$ cat config.mk
export PLATFORM = sky130hd
export DESIGN_NAME = round_robin_task_run_list_flat
export DESIGN_NICKNAME = d
export VERILOG_FILES = /design/src/design/rrtl_pkg.sv /design/src/design/rrtl_in_if.sv /design/src/design/rrtl_out_if.sv /design/src/design/rrtl_cell.sv /design/src/design/rrtl_ctrl.sv /design/src/design/round_robin_task_run_list.sv /design/src/flat_wrapper.sv
export SDC_FILE = /design/constraint.sdc
export NUM_CORES = 1
export LEC_CHECK = 0
export ABC_AREA = 1
export BUFFER_PORTS_ARGS = -buffer_cell sky130_fd_sc_hd__buf_2
export CAP_MARGIN = 10
export CORE_MARGIN = 4
export CORE_UTILIZATION = 45
export CTS_BUF_LIST = sky130_fd_sc_hd__clkbuf_8
export DETAILED_ROUTE_END_ITERATION = 10
export HOLD_SLACK_MARGIN = 0.02
export PLACE_DENSITY_LB_ADDON = 0.25
export SLEW_MARGIN = 10
export SYNTH_ARGS = -nofsm -noshare
export SYNTH_HDL_FRONTEND = slang
export SYNTH_HIERARCHICAL = 1
export SYNTH_SLANG_ARGS = --single-unit
$ cat constraint.sdc
create_clock -name clk_i -period 9.6 [get_ports clk_i]
set_input_delay 1.92 -clock clk_i [delete_from_list [all_inputs] [get_ports clk_i]]
set_output_delay 1.92 -clock clk_i [all_outputs]
set_load 0.03 [all_outputs]
$ cat src/design/rrtl_pkg.sv
`timescale 1ns / 1ps
`default_nettype none
// ----------------------------------------------------------------------------
// rrtl_pkg: shared types and constants of the round-robin task run list
// Operation, status and slot mark codes, and the command word that the
// controller broadcasts to every cell of the chain.
// ----------------------------------------------------------------------------
package rrtl_pkg;

  localparam int unsigned DEFAULT_SLOT_COUNT = 16;

  localparam int unsigned OP_W     = 2;
  localparam int unsigned TSLOT_W  = 4;
  localparam int unsigned STATUS_W = 2;
  localparam int unsigned SLOT_W   = 4;
  localparam int unsigned COUNT_W  = 5;

  typedef enum logic [OP_W-1:0] {
    OP_ALLOC = 2'd0,
    OP_RUN   = 2'd1,
    OP_TICK  = 2'd2,
    OP_SLEEP = 2'd3
  } op_e;

  typedef enum logic [STATUS_W-1:0] {
    ST_DONE    = 2'd0,
    ST_FULL    = 2'd1,
    ST_IGNORED = 2'd2
  } status_e;

  typedef enum logic [1:0] {
    MARK_FREE     = 2'd0,
    MARK_SLEEPING = 2'd1,
    MARK_ACTIVE   = 2'd2
  } mark_e;

  // What a cell offers to the search lane
  typedef enum logic [1:0] {
    SEL_FREE   = 2'd0,  // slot is free
    SEL_ACTIVE = 2'd1,  // cell is the keyed slot and it is active
    SEL_POS    = 2'd2,  // cell is the keyed list position
    SEL_ENTRY  = 2'd3   // list entry inside the run count holds the keyed slot
  } sel_e;

  typedef struct packed {
    sel_e  sel;
    logic  wr_mark;
    mark_e mark_val;
    logic  wr_entry;
    logic  shift;
  } cell_ctrl_t;

endpackage
`default_nettype wire

$ cat src/design/rrtl_in_if.sv
`timescale 1ns / 1ps
`default_nettype none
// ----------------------------------------------------------------------------
// rrtl_in_if: operation channel
// Valid/ready channel carrying one scheduler operation per word.
// ----------------------------------------------------------------------------
interface rrtl_in_if;
  logic                             valid;
  logic                             ready;
  logic [rrtl_pkg::OP_W-1:0]        operation;
  logic [rrtl_pkg::TSLOT_W-1:0]     task_slot;

  modport source (output valid, output operation, output task_slot, input ready);
  modport sink   (input valid, input operation, input task_slot, output ready);
endinterface
`default_nettype wire

$ cat src/design/rrtl_out_if.sv
`timescale 1ns / 1ps
`default_nettype none
// ----------------------------------------------------------------------------
// rrtl_out_if: result channel
// Valid/ready channel carrying one scheduler result per word.
// ----------------------------------------------------------------------------
interface rrtl_out_if;
  logic                             valid;
  logic                             ready;
  logic [rrtl_pkg::STATUS_W-1:0]    status;
  logic [rrtl_pkg::SLOT_W-1:0]      slot;
  logic                             jump;
  logic [rrtl_pkg::COUNT_W-1:0]     running_count;

  modport source (output valid, output status, output slot, output jump,
                  output running_count, input ready);
  modport sink   (input valid, input status, input slot, input jump,
                  input running_count, output ready);
endinterface
`default_nettype wire

$ cat src/design/rrtl_cell.sv
`timescale 1ns / 1ps
`default_nettype none
// ----------------------------------------------------------------------------
// rrtl_cell: one slot of the run list chain
// Holds the mark of slot CELL_INDEX and run list entry CELL_INDEX, takes
// the entry of its upper neighbour on a shift, and forwards the search lane.
// ----------------------------------------------------------------------------
module rrtl_cell #(
  parameter int unsigned SLOT_COUNT = rrtl_pkg::DEFAULT_SLOT_COUNT,
  parameter int unsigned CELL_INDEX = 0
) (
  input  wire logic                          clk_i,
  input  wire logic                          rst_ni,
  input  wire rrtl_pkg::cell_ctrl_t          ctrl_i,
  input  wire logic [$clog2(SLOT_COUNT)-1:0] slot_key_i,
  input  wire logic [$clog2(SLOT_COUNT)-1:0] pos_key_i,
  input  wire logic [$clog2(SLOT_COUNT+1)-1:0] total_i,
  input  wire logic [$clog2(SLOT_COUNT)-1:0] next_entry_i,
  output logic      [$clog2(SLOT_COUNT)-1:0] entry_o,
  input  wire logic                          lane_hit_i,
  input  wire logic [$clog2(SLOT_COUNT)-1:0] lane_idx_i,
  input  wire logic [$clog2(SLOT_COUNT)-1:0] lane_data_i,
  output logic                               lane_hit_o,
  output logic      [$clog2(SLOT_COUNT)-1:0] lane_idx_o,
  output logic      [$clog2(SLOT_COUNT)-1:0] lane_data_o
);

  localparam int unsigned IDX_W = $clog2(SLOT_COUNT);
  localparam int unsigned CNT_W = $clog2(SLOT_COUNT + 1);
  localparam logic [IDX_W-1:0] MY_IDX = IDX_W'(CELL_INDEX);
  localparam logic [CNT_W-1:0] MY_POS = CNT_W'(CELL_INDEX);
  localparam rrtl_pkg::mark_e RESET_MARK =
    (CELL_INDEX == 0) ? rrtl_pkg::MARK_ACTIVE : rrtl_pkg::MARK_FREE;

  rrtl_pkg::mark_e  mark_q, mark_d;
  logic [IDX_W-1:0] entry_q, entry_d;
  logic             hit_q;
  logic [IDX_W-1:0] idx_q, data_q;
  logic             sel;

  always_comb begin
    unique case (ctrl_i.sel)
      rrtl_pkg::SEL_FREE:   sel = (mark_q == rrtl_pkg::MARK_FREE);
      rrtl_pkg::SEL_ACTIVE: sel = (slot_key_i == MY_IDX) && (mark_q == rrtl_pkg::MARK_ACTIVE);
      rrtl_pkg::SEL_POS:    sel = (pos_key_i == MY_IDX);
      rrtl_pkg::SEL_ENTRY:  sel = (MY_POS < total_i) && (entry_q == slot_key_i);
      default:              sel = 1'b0;
    endcase
  end

  always_comb begin
    mark_d  = mark_q;
    entry_d = entry_q;
    if (ctrl_i.wr_mark && (slot_key_i == MY_IDX)) begin
      mark_d = ctrl_i.mark_val;
    end
    // close the gap: every entry at or above the removed one moves down
    if (ctrl_i.shift && (MY_IDX >= pos_key_i)) begin
      entry_d = next_entry_i;
    end else if (ctrl_i.wr_entry && (pos_key_i == MY_IDX)) begin
      entry_d = slot_key_i;
    end
  end

  always_ff @(posedge clk_i or negedge rst_ni) begin
    if (!rst_ni) begin
      mark_q  <= RESET_MARK;
      entry_q <= '0;
      hit_q   <= 1'b0;
    end else begin
      mark_q  <= mark_d;
      entry_q <= entry_d;
      hit_q   <= lane_hit_i || sel;
    end
  end

  // lowest selecting cell wins: a word that already hit passes untouched
  always_ff @(posedge clk_i) begin
    if (lane_hit_i) begin
      idx_q  <= lane_idx_i;
      data_q <= lane_data_i;
    end else if (sel) begin
      idx_q  <= MY_IDX;
      data_q <= entry_q;
    end else begin
      idx_q  <= lane_idx_i;
      data_q <= lane_data_i;
    end
  end

  assign entry_o     = entry_q;
  assign lane_hit_o  = hit_q;
  assign lane_idx_o  = idx_q;
  assign lane_data_o = data_q;

endmodule
`default_nettype wire

$ cat src/design/rrtl_ctrl.sv
`timescale 1ns / 1ps
`default_nettype none
// ----------------------------------------------------------------------------
// rrtl_ctrl: sequencer of the run list
// Holds run count and current position, drives the cell chain through a
// search pass and an update step, and owns the result output register.
// ----------------------------------------------------------------------------
module rrtl_ctrl #(
  parameter int unsigned SLOT_COUNT = rrtl_pkg::DEFAULT_SLOT_COUNT
) (
  input  wire logic                            clk_i,
  input  wire logic                            rst_ni,
  rrtl_in_if.sink                              in_i,
  rrtl_out_if.source                           out_o,
  output rrtl_pkg::cell_ctrl_t                 ctrl_o,
  output logic [$clog2(SLOT_COUNT)-1:0]        slot_key_o,
  output logic [$clog2(SLOT_COUNT)-1:0]        pos_key_o,
  output logic [$clog2(SLOT_COUNT+1)-1:0]      total_o,
  input  wire logic                            lane_hit_i,
  input  wire logic [$clog2(SLOT_COUNT)-1:0]   lane_idx_i,
  input  wire logic [$clog2(SLOT_COUNT)-1:0]   lane_data_i
);

  localparam int unsigned IDX_W = $clog2(SLOT_COUNT);
  localparam int unsigned CNT_W = $clog2(SLOT_COUNT + 1);
  localparam logic [CNT_W-1:0] LAST_STEP = CNT_W'(SLOT_COUNT - 1);
  localparam logic [CNT_W-1:0] FULL      = CNT_W'(SLOT_COUNT);
  localparam logic [CNT_W-1:0] ONE       = CNT_W'(1);
  localparam logic [CNT_W-1:0] TWO       = CNT_W'(2);

  typedef enum logic [1:0] {
    S_IDLE,
    S_SCAN,
    S_APPLY,
    S_EMIT
  } state_e;

  state_e                          state_q, state_d;
  rrtl_pkg::op_e                   op_q, op_d;
  logic [IDX_W-1:0]                slot_q, slot_d;
  logic                            in_range_q, in_range_d;
  logic                            reread_q, reread_d;
  logic [CNT_W-1:0]                cnt_q, cnt_d;
  logic [CNT_W-1:0]                total_q, total_d;
  logic [IDX_W-1:0]                cp_q, cp_d;
  rrtl_pkg::status_e               res_status_q, res_status_d;
  logic [rrtl_pkg::SLOT_W-1:0]     res_slot_q, res_slot_d;
  logic                            res_jump_q, res_jump_d;
  logic                            out_valid_q, out_valid_d;
  rrtl_pkg::status_e               out_status_q, out_status_d;
  logic [rrtl_pkg::SLOT_W-1:0]     out_slot_q, out_slot_d;
  logic                            out_jump_q, out_jump_d;
  logic [rrtl_pkg::COUNT_W-1:0]    out_count_q, out_count_d;

  logic [CNT_W-1:0]                cp_inc;
  logic [IDX_W-1:0]                tick_cp;
  logic [CNT_W-1:0]                total_m1;
  logic [IDX_W-1:0]                cp_adj;
  logic [IDX_W-1:0]                sleep_cp;

  // position after a tick, with wraparound
  assign cp_inc  = CNT_W'(cp_q) + ONE;
  assign tick_cp = (cp_inc >= total_q) ? '0 : IDX_W'(cp_inc);

  // position after removing the entry found by the lane
  assign total_m1 = total_q - ONE;
  assign cp_adj   = (lane_idx_i < cp_q) ? (cp_q - IDX_W'(1)) : cp_q;
  assign sleep_cp = (CNT_W'(cp_adj) >= total_m1) ? '0 : cp_adj;

  always_comb begin
    state_d      = state_q;
    op_d         = op_q;
    slot_d       = slot_q;
    in_range_d   = in_range_q;
    reread_d     = reread_q;
    cnt_d        = cnt_q;
    total_d      = total_q;
    cp_d         = cp_q;
    res_status_d = res_status_q;
    res_slot_d   = res_slot_q;
    res_jump_d   = res_jump_q;
    out_valid_d  = out_valid_q;
    out_status_d = out_status_q;
    out_slot_d   = out_slot_q;
    out_jump_d   = out_jump_q;
    out_count_d  = out_count_q;

    ctrl_o.sel      = rrtl_pkg::SEL_FREE;
    ctrl_o.wr_mark  = 1'b0;
    ctrl_o.mark_val = rrtl_pkg::MARK_FREE;
    ctrl_o.wr_entry = 1'b0;
    ctrl_o.shift    = 1'b0;
    slot_key_o      = slot_q;
    pos_key_o       = '0;

    if (out_valid_q && out_o.ready) begin
      out_valid_d = 1'b0;
    end

    unique case (state_q)
      S_IDLE: begin
        if (in_i.valid) begin
          op_d       = rrtl_pkg::op_e'(in_i.operation);
          slot_d     = IDX_W'(in_i.task_slot);
          in_range_d = (32'(in_i.task_slot) < 32'(SLOT_COUNT));
          reread_d   = 1'b0;
          cnt_d      = '0;
          state_d    = S_SCAN;
        end
      end

      S_SCAN: begin
        if (reread_q) begin
          ctrl_o.sel = rrtl_pkg::SEL_POS;
          pos_key_o  = cp_q;
        end else begin
          unique case (op_q)
            rrtl_pkg::OP_ALLOC: ctrl_o.sel = rrtl_pkg::SEL_FREE;
            rrtl_pkg::OP_RUN:   ctrl_o.sel = rrtl_pkg::SEL_ACTIVE;
            rrtl_pkg::OP_TICK: begin
              ctrl_o.sel = rrtl_pkg::SEL_POS;
              pos_key_o  = tick_cp;
            end
            default:            ctrl_o.sel = rrtl_pkg::SEL_ENTRY;
          endcase
        end
        cnt_d = cnt_q + ONE;
        // hold until the lane word has reached the top of the chain
        if (cnt_q == LAST_STEP) begin
          state_d = S_APPLY;
        end
      end

      S_APPLY: begin
        res_status_d = rrtl_pkg::ST_DONE;
        res_slot_d   = '0;
        res_jump_d   = 1'b0;
        state_d      = S_EMIT;
        if (reread_q) begin
          res_slot_d = rrtl_pkg::SLOT_W'(lane_data_i);
          res_jump_d = 1'b1;
        end else begin
          unique case (op_q)
            rrtl_pkg::OP_ALLOC: begin
              slot_key_o = lane_idx_i;
              if (lane_hit_i) begin
                ctrl_o.wr_mark  = 1'b1;
                ctrl_o.mark_val = rrtl_pkg::MARK_SLEEPING;
                res_slot_d      = rrtl_pkg::SLOT_W'(lane_idx_i);
              end else begin
                res_status_d = rrtl_pkg::ST_FULL;
              end
            end
            rrtl_pkg::OP_RUN: begin
              pos_key_o = IDX_W'(total_q);
              if (!in_range_q) begin
                res_status_d = rrtl_pkg::ST_IGNORED;
              end else if (lane_hit_i) begin
                res_status_d = rrtl_pkg::ST_DONE;
              end else if (total_q >= FULL) begin
                res_status_d = rrtl_pkg::ST_FULL;
              end else begin
                ctrl_o.wr_mark  = 1'b1;
                ctrl_o.mark_val = rrtl_pkg::MARK_ACTIVE;
                ctrl_o.wr_entry = 1'b1;
                total_d         = total_q + ONE;
              end
            end
            rrtl_pkg::OP_TICK: begin
              if (total_q >= TWO) begin
                cp_d       = tick_cp;
                res_slot_d = rrtl_pkg::SLOT_W'(lane_data_i);
                res_jump_d = 1'b1;
              end
            end
            default: begin
              pos_key_o = lane_idx_i;
              // an active slot always sits in the list, so a hit means active
              if (!in_range_q || !lane_hit_i) begin
                res_status_d = rrtl_pkg::ST_IGNORED;
              end else begin
                ctrl_o.shift    = 1'b1;
                ctrl_o.wr_mark  = 1'b1;
                ctrl_o.mark_val = rrtl_pkg::MARK_SLEEPING;
                total_d         = total_m1;
                cp_d            = sleep_cp;
                if ((lane_idx_i == cp_q) && (total_m1 != '0)) begin
                  // current task slept: fetch the entry now under the position
                  reread_d = 1'b1;
                  cnt_d    = '0;
                  state_d  = S_SCAN;
                end
              end
            end
          endcase
        end
      end

      S_EMIT: begin
        if (!out_valid_q || out_o.ready) begin
          out_valid_d  = 1'b1;
          out_status_d = res_status_q;
          out_slot_d   = res_slot_q;
          out_jump_d   = res_jump_q;
          out_count_d  = rrtl_pkg::COUNT_W'(total_q);
          state_d      = S_IDLE;
        end
      end

      default: state_d = S_IDLE;
    endcase
  end

  always_ff @(posedge clk_i or negedge rst_ni) begin
    if (!rst_ni) begin
      state_q      <= S_IDLE;
      op_q         <= rrtl_pkg::OP_ALLOC;
      slot_q       <= '0;
      in_range_q   <= 1'b0;
      reread_q     <= 1'b0;
      cnt_q        <= '0;
      total_q      <= ONE;
      cp_q         <= '0;
      res_status_q <= rrtl_pkg::ST_DONE;
      res_slot_q   <= '0;
      res_jump_q   <= 1'b0;
      out_valid_q  <= 1'b0;
      out_status_q <= rrtl_pkg::ST_DONE;
      out_slot_q   <= '0;
      out_jump_q   <= 1'b0;
      out_count_q  <= '0;
    end else begin
      state_q      <= state_d;
      op_q         <= op_d;
      slot_q       <= slot_d;
      in_range_q   <= in_range_d;
      reread_q     <= reread_d;
      cnt_q        <= cnt_d;
      total_q      <= total_d;
      cp_q         <= cp_d;
      res_status_q <= res_status_d;
      res_slot_q   <= res_slot_d;
      res_jump_q   <= res_jump_d;
      out_valid_q  <= out_valid_d;
      out_status_q <= out_status_d;
      out_slot_q   <= out_slot_d;
      out_jump_q   <= out_jump_d;
      out_count_q  <= out_count_d;
    end
  end

  assign in_i.ready          = (state_q == S_IDLE);
  assign out_o.valid         = out_valid_q;
  assign out_o.status        = out_status_q;
  assign out_o.slot          = out_slot_q;
  assign out_o.jump          = out_jump_q;
  assign out_o.running_count = out_count_q;
  assign total_o             = total_q;

endmodule
`default_nettype wire

$ cat src/design/round_robin_task_run_list.sv
`timescale 1ns / 1ps
`default_nettype none
// ----------------------------------------------------------------------------
// round_robin_task_run_list: round-robin task scheduler run list
// Slot marks and run list held in a chain of cells under one sequencer.
// ----------------------------------------------------------------------------
// Each operation word (allocate, run, tick, sleep) is handled one at a time.
// A search word travels up the chain of SLOT_COUNT cells, one cell per cycle;
// the top word is then applied and the result is written to the output
// register, which waits while the previous result is still unread, and the
// next word is taken once the sequencer is idle again. A sleep of the current
// task while others remain sends a second pass up the chain to fetch the next
// task. The output register lets a new word be taken while the previous
// result waits. Reset takes effect at once, with no clearing pass.
// ----------------------------------------------------------------------------
module round_robin_task_run_list #(
  parameter int unsigned SLOT_COUNT = rrtl_pkg::DEFAULT_SLOT_COUNT
) (
  input  wire logic  clk_i,
  input  wire logic  rst_ni,
  rrtl_in_if.sink    in_i,
  rrtl_out_if.source out_o
);

  localparam int unsigned IDX_W = $clog2(SLOT_COUNT);
  localparam int unsigned CNT_W = $clog2(SLOT_COUNT + 1);

  rrtl_pkg::cell_ctrl_t ctrl;
  logic [IDX_W-1:0]     slot_key;
  logic [IDX_W-1:0]     pos_key;
  logic [CNT_W-1:0]     total;

  logic [IDX_W-1:0]     entry_w   [SLOT_COUNT];
  logic                 lane_hit  [SLOT_COUNT+1];
  logic [IDX_W-1:0]     lane_idx  [SLOT_COUNT+1];
  logic [IDX_W-1:0]     lane_data [SLOT_COUNT+1];

  assign lane_hit[0]  = 1'b0;
  assign lane_idx[0]  = '0;
  assign lane_data[0] = '0;

  for (genvar g = 0; g < SLOT_COUNT; g++) begin : g_cell
    logic [IDX_W-1:0] next_entry;
    if (g == SLOT_COUNT - 1) begin : g_top
      assign next_entry = entry_w[g];
    end else begin : g_mid
      assign next_entry = entry_w[g+1];
    end

    rrtl_cell #(
      .SLOT_COUNT (SLOT_COUNT),
      .CELL_INDEX (g)
    ) u_cell (
      .clk_i        (clk_i),
      .rst_ni       (rst_ni),
      .ctrl_i       (ctrl),
      .slot_key_i   (slot_key),
      .pos_key_i    (pos_key),
      .total_i      (total),
      .next_entry_i (next_entry),
      .entry_o      (entry_w[g]),
      .lane_hit_i   (lane_hit[g]),
      .lane_idx_i   (lane_idx[g]),
      .lane_data_i  (lane_data[g]),
      .lane_hit_o   (lane_hit[g+1]),
      .lane_idx_o   (lane_idx[g+1]),
      .lane_data_o  (lane_data[g+1])
    );
  end

  rrtl_ctrl #(
    .SLOT_COUNT (SLOT_COUNT)
  ) u_ctrl (
    .clk_i       (clk_i),
    .rst_ni      (rst_ni),
    .in_i        (in_i),
    .out_o       (out_o),
    .ctrl_o      (ctrl),
    .slot_key_o  (slot_key),
    .pos_key_o   (pos_key),
    .total_o     (total),
    .lane_hit_i  (lane_hit[SLOT_COUNT]),
    .lane_idx_i  (lane_idx[SLOT_COUNT]),
    .lane_data_i (lane_data[SLOT_COUNT])
  );

  // run count never exceeds the number of slots
  a_total_bound : assert property (@(posedge clk_i) disable iff (!rst_ni)
    32'(total) <= SLOT_COUNT)
    else $error("run count above slot count");

  // append and gap closing never share a cycle
  a_one_list_edit : assert property (@(posedge clk_i) disable iff (!rst_ni)
    !(ctrl.shift && ctrl.wr_entry))
    else $error("append and shift in the same cycle");

  // the chain is only written while no new word can be taken
  a_write_busy : assert property (@(posedge clk_i) disable iff (!rst_ni)
    (ctrl.wr_mark || ctrl.wr_entry || ctrl.shift) |-> !in_i.ready)
    else $error("chain written while idle");

  // a list edit changes the run count in the next cycle
  a_edit_count : assert property (@(posedge clk_i) disable iff (!rst_ni)
    (ctrl.wr_entry || ctrl.shift) |=> (total != $past(total)))
    else $error("list edited without run count change");

endmodule
`default_nettype wire
$ cat src/flat_wrapper.sv
// flat-port wrapper written by rule: the top's interface ports become plain ports
module round_robin_task_run_list_flat 
#(
  parameter int unsigned SLOT_COUNT = rrtl_pkg::DEFAULT_SLOT_COUNT
)
  (clk_i, rst_ni, in_i_valid, in_i_operation, in_i_task_slot, in_i_ready, out_o_valid, out_o_status, out_o_slot, out_o_jump, out_o_running_count, out_o_ready);
  rrtl_in_if in_i_i ();
  rrtl_out_if out_o_i ();
  input  wire logic clk_i;
  input  wire logic rst_ni;
  input wire logic [$bits(in_i_i.valid)-1:0] in_i_valid;
  input wire logic [$bits(in_i_i.operation)-1:0] in_i_operation;
  input wire logic [$bits(in_i_i.task_slot)-1:0] in_i_task_slot;
  output wire logic [$bits(in_i_i.ready)-1:0] in_i_ready;
  output wire logic [$bits(out_o_i.valid)-1:0] out_o_valid;
  output wire logic [$bits(out_o_i.status)-1:0] out_o_status;
  output wire logic [$bits(out_o_i.slot)-1:0] out_o_slot;
  output wire logic [$bits(out_o_i.jump)-1:0] out_o_jump;
  output wire logic [$bits(out_o_i.running_count)-1:0] out_o_running_count;
  input wire logic [$bits(out_o_i.ready)-1:0] out_o_ready;
  assign in_i_i.valid = in_i_valid;
  assign in_i_i.operation = in_i_operation;
  assign in_i_i.task_slot = in_i_task_slot;
  assign in_i_ready = in_i_i.ready;
  assign out_o_valid = out_o_i.valid;
  assign out_o_status = out_o_i.status;
  assign out_o_slot = out_o_i.slot;
  assign out_o_jump = out_o_i.jump;
  assign out_o_running_count = out_o_i.running_count;
  assign out_o_i.ready = out_o_ready;
  round_robin_task_run_list #(.SLOT_COUNT(SLOT_COUNT)) u_core (.clk_i(clk_i), .rst_ni(rst_ni), .in_i(in_i_i), .out_o(out_o_i));
endmodule
==> qor.tcl, run 1 <==
set qor(ctsLongestPathBuffers) 3
set qor(status) {completed}
set qor(post_synth.cell_area_avg_um2) 7.31
set qor(powerDensity_mw_per_mm2) 330
set qor(ys_seq_area_share_pct) 43.2
set qor(synthFlopType) {sky130_fd_sc_hd__dfrtp_1}
set qor(cp_max_stage_delay_ns) 0.96
set qor(rsz_0062_raised_after_global_routing) {no}
set qor(final_report_setup_violation_count) 0
set qor(synth_top_cells_by_area) {sky130_fd_sc_hd__dfrtp_1 (26%), sky130_fd_sc_hd__dfxtp_1 (17%), sky130_fd_sc_hd__nand2_1 (17%), sky130_fd_sc_hd__inv_1 (8.5%), sky130_fd_sc_hd__nor2_1 (3.9%)}
set qor(synth_warnings) 6
set qor(commonest_cells_after_routing_fill_and_taps_aside) {sky130_fd_sc_hd__nand2_1 (659), sky130_fd_sc_hd__inv_1 (353), sky130_fd_sc_hd__nor2_1 (157)}
set qor(max_cap_viol_count) 0
set qor(io_buf_count) 23
set qor(clock-root-buffer) {sky130_fd_sc_hd__clkbuf_8}
set qor(drt_pass1_iterations) 5
set qor(route.antenna.remaining_nets) 0
set qor(highest_layer) {met4}
set qor(share_of_flip_flops_with_an_asynchronous_set_or_reset_after_synthesis_pct) 54.9
set qor(ys_seq_elements) 284
set qor(initial_antenna_violation_count) 0
set qor(drt-vias-per-instance) 5.06
set qor(timing.setup.critical_path_class) {reg2reg}
set qor(floorplan.io_pins) 24
set qor(starting_density_of_the_core_pct) 45.8
set qor(detailroute.wirelength.met3_mm) 1.98
set qor(layout.filler_cells) 3208
set qor(chipWidth_um) 191
set qor(count_of_nets_after_finishing) 2169
set qor(slew_viol_final) 0
set qor(critPathRequiredTime_ns) 10.06
set qor(max_slew.worst_pin.slew_ns) 1.25
set qor(cp-end-kind) {flop}
set qor(post-cts-setup-buffers) 0
set qor(core_area_mm2) 0.0327
set qor(first_global_vias) 12500
set qor(clk_transition_reported_paths_ns) 0.07
set qor(layout-drive-gt1-share_pct) 12.0
set qor(layout.cells.most_common) {sky130_fd_sc_hd__nand2_1}
set qor(grt_usage_pct) 20.8
set qor(overflow) 0
set qor(grt_start_max_net_pins) 100
set qor(drtIter0Drc) 1081
set qor(num_vias) 13200
set qor(hold_viol) 0
set qor(synth.top_cell.area_share_pct) 25.7
set qor(numClockSinks) 284
set qor(tritoncts.num_buffers) 49
set qor(hold_class) {reg2reg}
set qor(period_minus_slack_ns) 4.13
set qor(grt_pass1_wl_mm) 62.7
set qor(routabilityCongestion) 0.856
set qor(timing.slew.headroom_pct) 17.0
set qor(timing.hold.ws_ns) 0.404
set qor(final_min_period_over_clock_period_pct) 43.0
set qor(route.met2.wl_mm) 17.3
set qor(htree_num_levels) 2
set qor(remaining_drc_errors) 0
set qor(fin_skew_ns) 0.0215
set qor(p_leak_uw) 0.00858
set qor(mappedNetlistArea_mm2) 0.0150
set qor(fmaxAchievable_mhz) 242
set qor(worst_path_max_delay_cell) {sky130_fd_sc_hd__a21oi_2}
set qor(detail_route.wirelength_mm) 37.6
set qor(hold_buffers) 0
set qor(sum_of_routed_wire_segments_on_met1_mm) 17.6
set qor(cp_common_cell) {sky130_fd_sc_hd__nand2_1}
set qor(diodes) 0
set qor(area_growth_pct) 12.7
set qor(maximum_resistive_drop_on_vdd_mv) 0.149
set qor(tritoncts_clock_tree) {done}
set qor(row_count) 66
set qor(yosysTopAreaCell) {sky130_fd_sc_hd__dfrtp_1}
set qor(worstPathArrival_ns) 4.59
set qor(postSynthCellCount) 2051
set qor(ys_types) 58
set qor(worstSkewPairLatency_ns) 0.58
set qor(sum_of_negative_setup_slack_ns) 0
set qor(design_power_total_uw) 5560
set qor(drt-wirelength-per-cell_um) 14.4
set qor(post_cts_resized) 0
set qor(design.die.area_mm2) 0.0363
set qor(dpl.hpwl_mm) 25.1
set qor(chipHeight_um) 191
set qor(worst-path-max-fanout) 22
set qor(cp-start-kind) {flop}
set qor(cp_cell_sequence) {inv_2 > ha_1 > nand2_1 > inv_1 > nand2_1 > nand2_1 > nor2_1 > nand4_1 > nand2_1 > nand2_1 > a21oi_2 > nor2_1 > nand2_1 > inv_2 > nand2_1 > nand4_2 > or2_1}
set qor(synth-edff-count) 0
-- synth_stat cells (all sizes together), types with 2 or more instances --
| cell | number |
|---|---|
| nand4 | 90 |
| dfxtp | 128 |
| a32oi | 4 |
| o21ai | 83 |
| dfstp | 2 |
| xor2 | 10 |
| clkinv | 7 |
| nand3b | 5 |
| mux2 | 14 |
| nor2 | 180 |
| o21bai | 2 |
| o22ai | 8 |
| clkbuf | 4 |
| o21a | 3 |
| ha | 24 |
| buf | 5 |
| a21oi | 72 |
| inv | 362 |
| nor3 | 10 |
| a22oi | 7 |
| a31oi | 2 |
| o311ai | 4 |
| nand2 | 689 |
| nand3 | 127 |
| dfrtp | 154 |
| o211ai | 16 |
| a21boi | 5 |
| or2 | 8 |
| xnor2 | 4 |
| and2 | 3 |
| o221ai | 13 |
-- routing by layer --
layer,up-vias,global-route usage [%]
li1,6679,-
met4,0,5.61
met2,343,34.1
met1,6146,28.8
met3,72,3.33
met5,-,0
-- worst max-delay path, delay by kind of cell (launching register included) --
kind | cells | cell delay, ns
simple gates | 12 | 1.51
flops | 1 | 0.86
compound gates | 1 | 0.96
buf+inv | 3 | 0.28
fa+ha+maj | 1 | 0.38
-- report_power, final --
group | switching [uW] | internal, uW | total [uW]
combinational | 1730 | 772 | 2500
clock | 500 | 658 | 1160
sequential | 290 | 1620 | 1910
total | 2520 | 3040 | 5560
-- metrics by stage --
step / worst slack, ns / utilization, % / area (um^2) / std cells
5_1_grt: 5.03 / 51.6 / 16900 / 2616
2_1_floorplan: 5.35 / - / 15000 / 2059
3_5_place_dp: 5.39 / 48.4 / 15800 / 2526
6_report: 5.47 / 51.6 / 16900 / 2616
4_1_cts: 5.39 / 51.6 / 16900 / 2616
3_3_place_gp: 5.51 / 48.4 / 15800 / 2526
-- path summary, 6_finish.rpt --
kind	from	endpoint	slack [ns]	depth (start not counted)
hold reg to reg	u_core/g_cell[14].u_cell/lane_idx_o[3]	u_core/g_cell[15].u_cell/lane_idx_o[3]	0.40	2
setup reg to reg	u_core/u_ctrl/total_o[4]	u_core/g_cell[8].u_cell/lane_hit_o	5.47	17
hold / removal	u_core/g_cell[14].u_cell/lane_idx_o[3]	u_core/g_cell[15].u_cell/lane_idx_o[3]	0.40	2
min in group asynchronous	rst_ni	u_core/g_cell[0].u_cell/entry_o[1]	1.48	1
setup / recovery	u_core/u_ctrl/total_o[4]	u_core/g_cell[8].u_cell/lane_hit_o	5.47	17
max in group asynchronous	rst_ni	u_core/u_ctrl/cp_q[2]	6.76	2
-- cells by family (layout without fill, tap and decap cells) --
| group | count (synthesis) | after routing | share of synthesized area, % |
|---|---|---|---|
| flip-flops | 284 | 284 | 43.2 |
| multiplexers | 15 | 15 | 1.12 |
| adder cells (fa/ha/maj) | 24 | 24 | 2.00 |
| AO/OA/AOI/OAI | 221 | 221 | 9.12 |
| buffers and inverters | 378 | 493 | 9.62 |
| other | 1 | 9 | 0.0250 |
| XOR/XNOR | 14 | 14 | 0.818 |
| AND/OR/NAND/NOR | 1114 | 1114 | 34.1 |
-- layout make-up --
class | count | area [um^2] | share of cell area, %
Multi-Input combinational cell | 1397 | 7220 | 42.7
Sequential cell | 284 | 6470 | 38.3
Inverter | 369 | 1390 | 8.22
Clock buffer | 65 | 895 | 5.30
Tap cell | 442 | 553 | 3.27
Timing Repair Buffer | 34 | 204 | 1.21
Clock inverter | 25 | 161 | 0.956
-- sequential cells by signal, indices dropped and copies added, names as in the netlist, 4 cells and up --
| register | cells |
|---|---|
| u_core/g_cell.u_cell/entry_o | 64 |
| u_core/g_cell.u_cell/lane_data_o | 64 |
| u_core/g_cell.u_cell/lane_hit_o | 16 |
| u_core/g_cell.u_cell/lane_idx_o | 64 |
| u_core/g_cell.u_cell/mark_q | 32 |
| u_core/u_ctrl/cnt_q | 5 |
| u_core/u_ctrl/cp_q | 4 |
| u_core/u_ctrl/out_o.running_count | 5 |
| u_core/u_ctrl/out_o.slot | 4 |
| u_core/u_ctrl/res_slot_q | 4 |
| u_core/u_ctrl/slot_q | 4 |
| u_core/u_ctrl/total_o | 5 |
Power figures use the tool's default switching activity.
==> inputs of run 2 (changes only) <==
Settings changed: ABC_AREA 1 to 0.
Clock period 9.6 ns to 3.5 ns, I/O delays scaled along.
==> qor.tcl, run 2 <==
set qor(synth_most_common_cell) {sky130_fd_sc_hd__dfrtp_1}
set qor(power.sequential.fraction_pct) 33.1
set qor(postSynthCellCount) 1259
set qor(initial_antenna_violation_count) 0
set qor(synth-edff-count) 0
set qor(row_count) 64
set qor(area_growth_pct) 22.3
set qor(layout.cells.most_common) {sky130_fd_sc_hd__dfrtp_1}
set qor(hold_viol) 0
set qor(design_power_total_uw) 16500
set qor(hold_class) {in2async}
set qor(count_of_nets_after_finishing) 1490
set qor(cp-end-kind) {flop}
set qor(p_leak_uw) 0.00786
set qor(detail_route.wirelength_mm) 34.8
set qor(ctsLongestPathBuffers) 3
set qor(fmaxAchievable_mhz) 287
set qor(clock-root-buffer) {sky130_fd_sc_hd__clkbuf_8}
set qor(synthFlopType) {sky130_fd_sc_hd__dfrtp_1}
set qor(multi_input_comb_area_mm2) 0.00761
set qor(stdcell_area_mm2) 0.0170
set qor(routabilityCongestion) 0.837
set qor(ys_seq_area_share_pct) 46.4
set qor(numClockSinks) 284
set qor(ys_seq_elements) 284
set qor(post_synth.cell_area_avg_um2) 11.1
set qor(design.die.area_mm2) 0.0338
set qor(remaining_drc_errors) 0
set qor(first_global_vias) 10500
set qor(placement.cell_area_mm2) 0.0156
set qor(mappedNetlistArea_mm2) 0.0139
set qor(powerDensity_mw_per_mm2) 967
set qor(fin_skew_ns) 0.0249
set qor(drt-wirelength-per-cell_um) 18.4
set qor(chipWidth_um) 184
set qor(period_minus_slack_ns) 3.48
set qor(chipHeight_um) 184
set qor(pwr-share-comb_pct) 48.3
set qor(rsz_0062_raised_after_global_routing) {yes}
set qor(grt_usage_pct) 20.4
set qor(clockPowerShare_pct) 18.6
set qor(htree_num_levels) 2
set qor(route.antenna.remaining_nets) 0
set qor(synth_commonest_cells) {sky130_fd_sc_hd__dfrtp_1 (154), sky130_fd_sc_hd__dfxtp_1 (128), sky130_fd_sc_hd__nand2_1 (90)}
set qor(num_vias) 10400
set qor(maximum_resistive_drop_on_vdd_mv) 0.389
set qor(postLayoutSetupSlackWorst_ns) 0.0166
set qor(io_buf_count) 23
set qor(synth_warnings) 6
set qor(yosysTopAreaCell) {sky130_fd_sc_hd__dfrtp_1}
set qor(dp_worst_setup_slack_ns) -0.201
set qor(max_cap_viol_count) 0
set qor(cp-start-kind) {flop}
set qor(dpl.hpwl_mm) 22.9
set qor(sw_frac_of_total_pct) 39.6
set qor(ys_types) 100
set qor(drt-vias-per-instance) 5.49
set qor(core_area_mm2) 0.0306
set qor(drt_pass1_iterations) 5
set qor(worstPathArrival_ns) 3.92
set qor(layout.filler_cells) 2649
set qor(grt_pass1_wl_mm) 56.3
set qor(synth.top_cell.area_share_pct) 27.7
set qor(grt_start_max_net_pins) 71
set qor(starting_density_of_the_core_pct) 45.5
set qor(diodes) 0
set qor(clk_transition_reported_paths_ns) 0.06
set qor(share_of_flip_flops_with_an_asynchronous_set_or_reset_after_synthesis_pct) 54.9
set qor(path_depth_of_the_worst_reg2reg_path) 18
set qor(synth_top_cells_by_area) {sky130_fd_sc_hd__dfrtp_1 (28%), sky130_fd_sc_hd__dfxtp_1 (18%), sky130_fd_sc_hd__mux2_2 (5.3%), sky130_fd_sc_hd__mux2_4 (5.3%), sky130_fd_sc_hd__mux2i_1 (4.2%)}
set qor(drtIter0Drc) 589
set qor(timing.slew.headroom_pct) 45.2
set qor(timing.setup.critical_path_class) {reg2reg}
set qor(power_switching_uw) 6520
set qor(commonest_cells_after_routing_fill_and_taps_aside) {sky130_fd_sc_hd__dfrtp_1 (148), sky130_fd_sc_hd__dfxtp_1 (128), sky130_fd_sc_hd__buf_4 (114)}
set qor(status) {completed}
set qor(floorplan.io_pins) 24
set qor(tritoncts_clock_tree) {done}
set qor(end_of_flow_core_utilization_pct) 55.7
set qor(slew_viol_final) 0
set qor(final_report_setup_violation_count) 0
set qor(overflow) 0
set qor(critPathRequiredTime_ns) 3.93
set qor(max_slew.worst_pin.slew_ns) 0.819
set qor(final_min_period_over_clock_period_pct) 99.5
set qor(worst-path-max-fanout) 7
set qor(layout-drive-gt1-share_pct) 33.0
set qor(tritoncts.num_buffers) 48
set qor(ff_latch_area_mm2) 0.00648
set qor(internal-power_uw) 9950
set qor(worstSkewPairLatency_ns) 0.56
[run 2: kinds of logic after synthesis]
kind of cell | after synthesis | synth area share [%]
fa+ha+maj | 24 | 2.16
compound gates | 238 | 12.6
simple gates | 409 | 17.5
mux | 175 | 14.9
flops | 284 | 46.4
buf+inv | 58 | 1.96
xor+xnor | 70 | 4.45
other cells | 1 | 0.0269
[run 2: timing repair]
item,in CTS,in global routing
pin swaps,14,21
setup endpoints to repair,114,123
resized for setup,15,45
hold buffers,0,0
gates cloned,1,0
endpoints found under the hold margin,0,0
setup buffers,12,12
[run 2: path summary, 6_finish.rpt]
check / slack [ns] / from / to
min: 0.14 / rst_ni / u_core/u_ctrl/cnt_q[1]
max: 0.02 / u_core/u_ctrl/cp_q[0] / u_core/g_cell[6].u_cell/lane_data_o[3]
max reg2reg: 0.02 / u_core/u_ctrl/cp_q[0] / u_core/g_cell[6].u_cell/lane_data_o[3]
min reg2reg: 0.41 / u_core/g_cell[10].u_cell/lane_idx_o[0] / u_core/g_cell[11].u_cell/lane_idx_o[0]
min in group clk_i: 0.37 / in_i_task_slot[1] / u_core/u_ctrl/slot_q[1]
max in group asynchronous: 2.49 / rst_ni / u_core/g_cell[11].u_cell/entry_o[2]
[run 2: power by group through the flow]
stage | logic, uW | clock network, uW | registers [uW]
after floorplan | 4940 | 0 | 5400
after detailed placement | 7390 | 0 | 5500
after global routing | 8620 | 3300 | 5610
after CTS | 7610 | 3150 | 5450
final | 7960 | 3060 | 5450
after global placement | 7260 | 0 | 5490
[run 2: layout make-up]
cell class	count	share of cell area, %
Sequential cell	284	38.0
Clock inverter	22	0.705
Multi-Input combinational cell	926	44.7
Clock buffer	66	5.33
Timing Repair Buffer	156	7.50
Tap cell	396	2.91
Inverter	40	0.896
[run 2: through the flow]
step / hold WS (ns) / std cells / setup TNS, ns
floorplan: 0.385 / 1267 / -4.28
global placement: 0.396 / 1779 / -4.11
detailed placement: 0.395 / 1779 / -9.61
CTS: 0.149 / 1879 / -0.161
global route: 0.190 / 1890 / -4.36
finish: 0.139 / 1890 / 0
[run 2: routing by layer]
layer	wire (um)	up-vias	track usage (%)
met5	0	-	0
met4	929	0	5.89
met3	1330	78	2.95
met2	16800	234	34.4
met1	15700	5122	27.5
li1	-	4936	-
[run 2: worst max-delay path: stages, from the launching register on]
cell	delay, ns
sky130_fd_sc_hd__dfrtp_2	0.44
sky130_fd_sc_hd__ha_4	0.19
sky130_fd_sc_hd__inv_4	0.05
sky130_fd_sc_hd__nand2_4	0.07
sky130_fd_sc_hd__nand2_4	0.05
sky130_fd_sc_hd__ha_4	0.27
sky130_fd_sc_hd__nand2_2	0.06
sky130_fd_sc_hd__o21ai_4	0.18
sky130_fd_sc_hd__a31oi_4	0.12
sky130_fd_sc_hd__buf_6	0.14
sky130_fd_sc_hd__a41oi_4	0.30
sky130_fd_sc_hd__o31ai_4	0.12
sky130_fd_sc_hd__buf_4	0.17
sky130_fd_sc_hd__buf_4	0.15
sky130_fd_sc_hd__and4bb_1	0.22
sky130_fd_sc_hd__a211oi_2	0.24
sky130_fd_sc_hd__nor2_2	0.09
sky130_fd_sc_hd__o21ai_4	0.13
sky130_fd_sc_hd__mux2_4	0.33
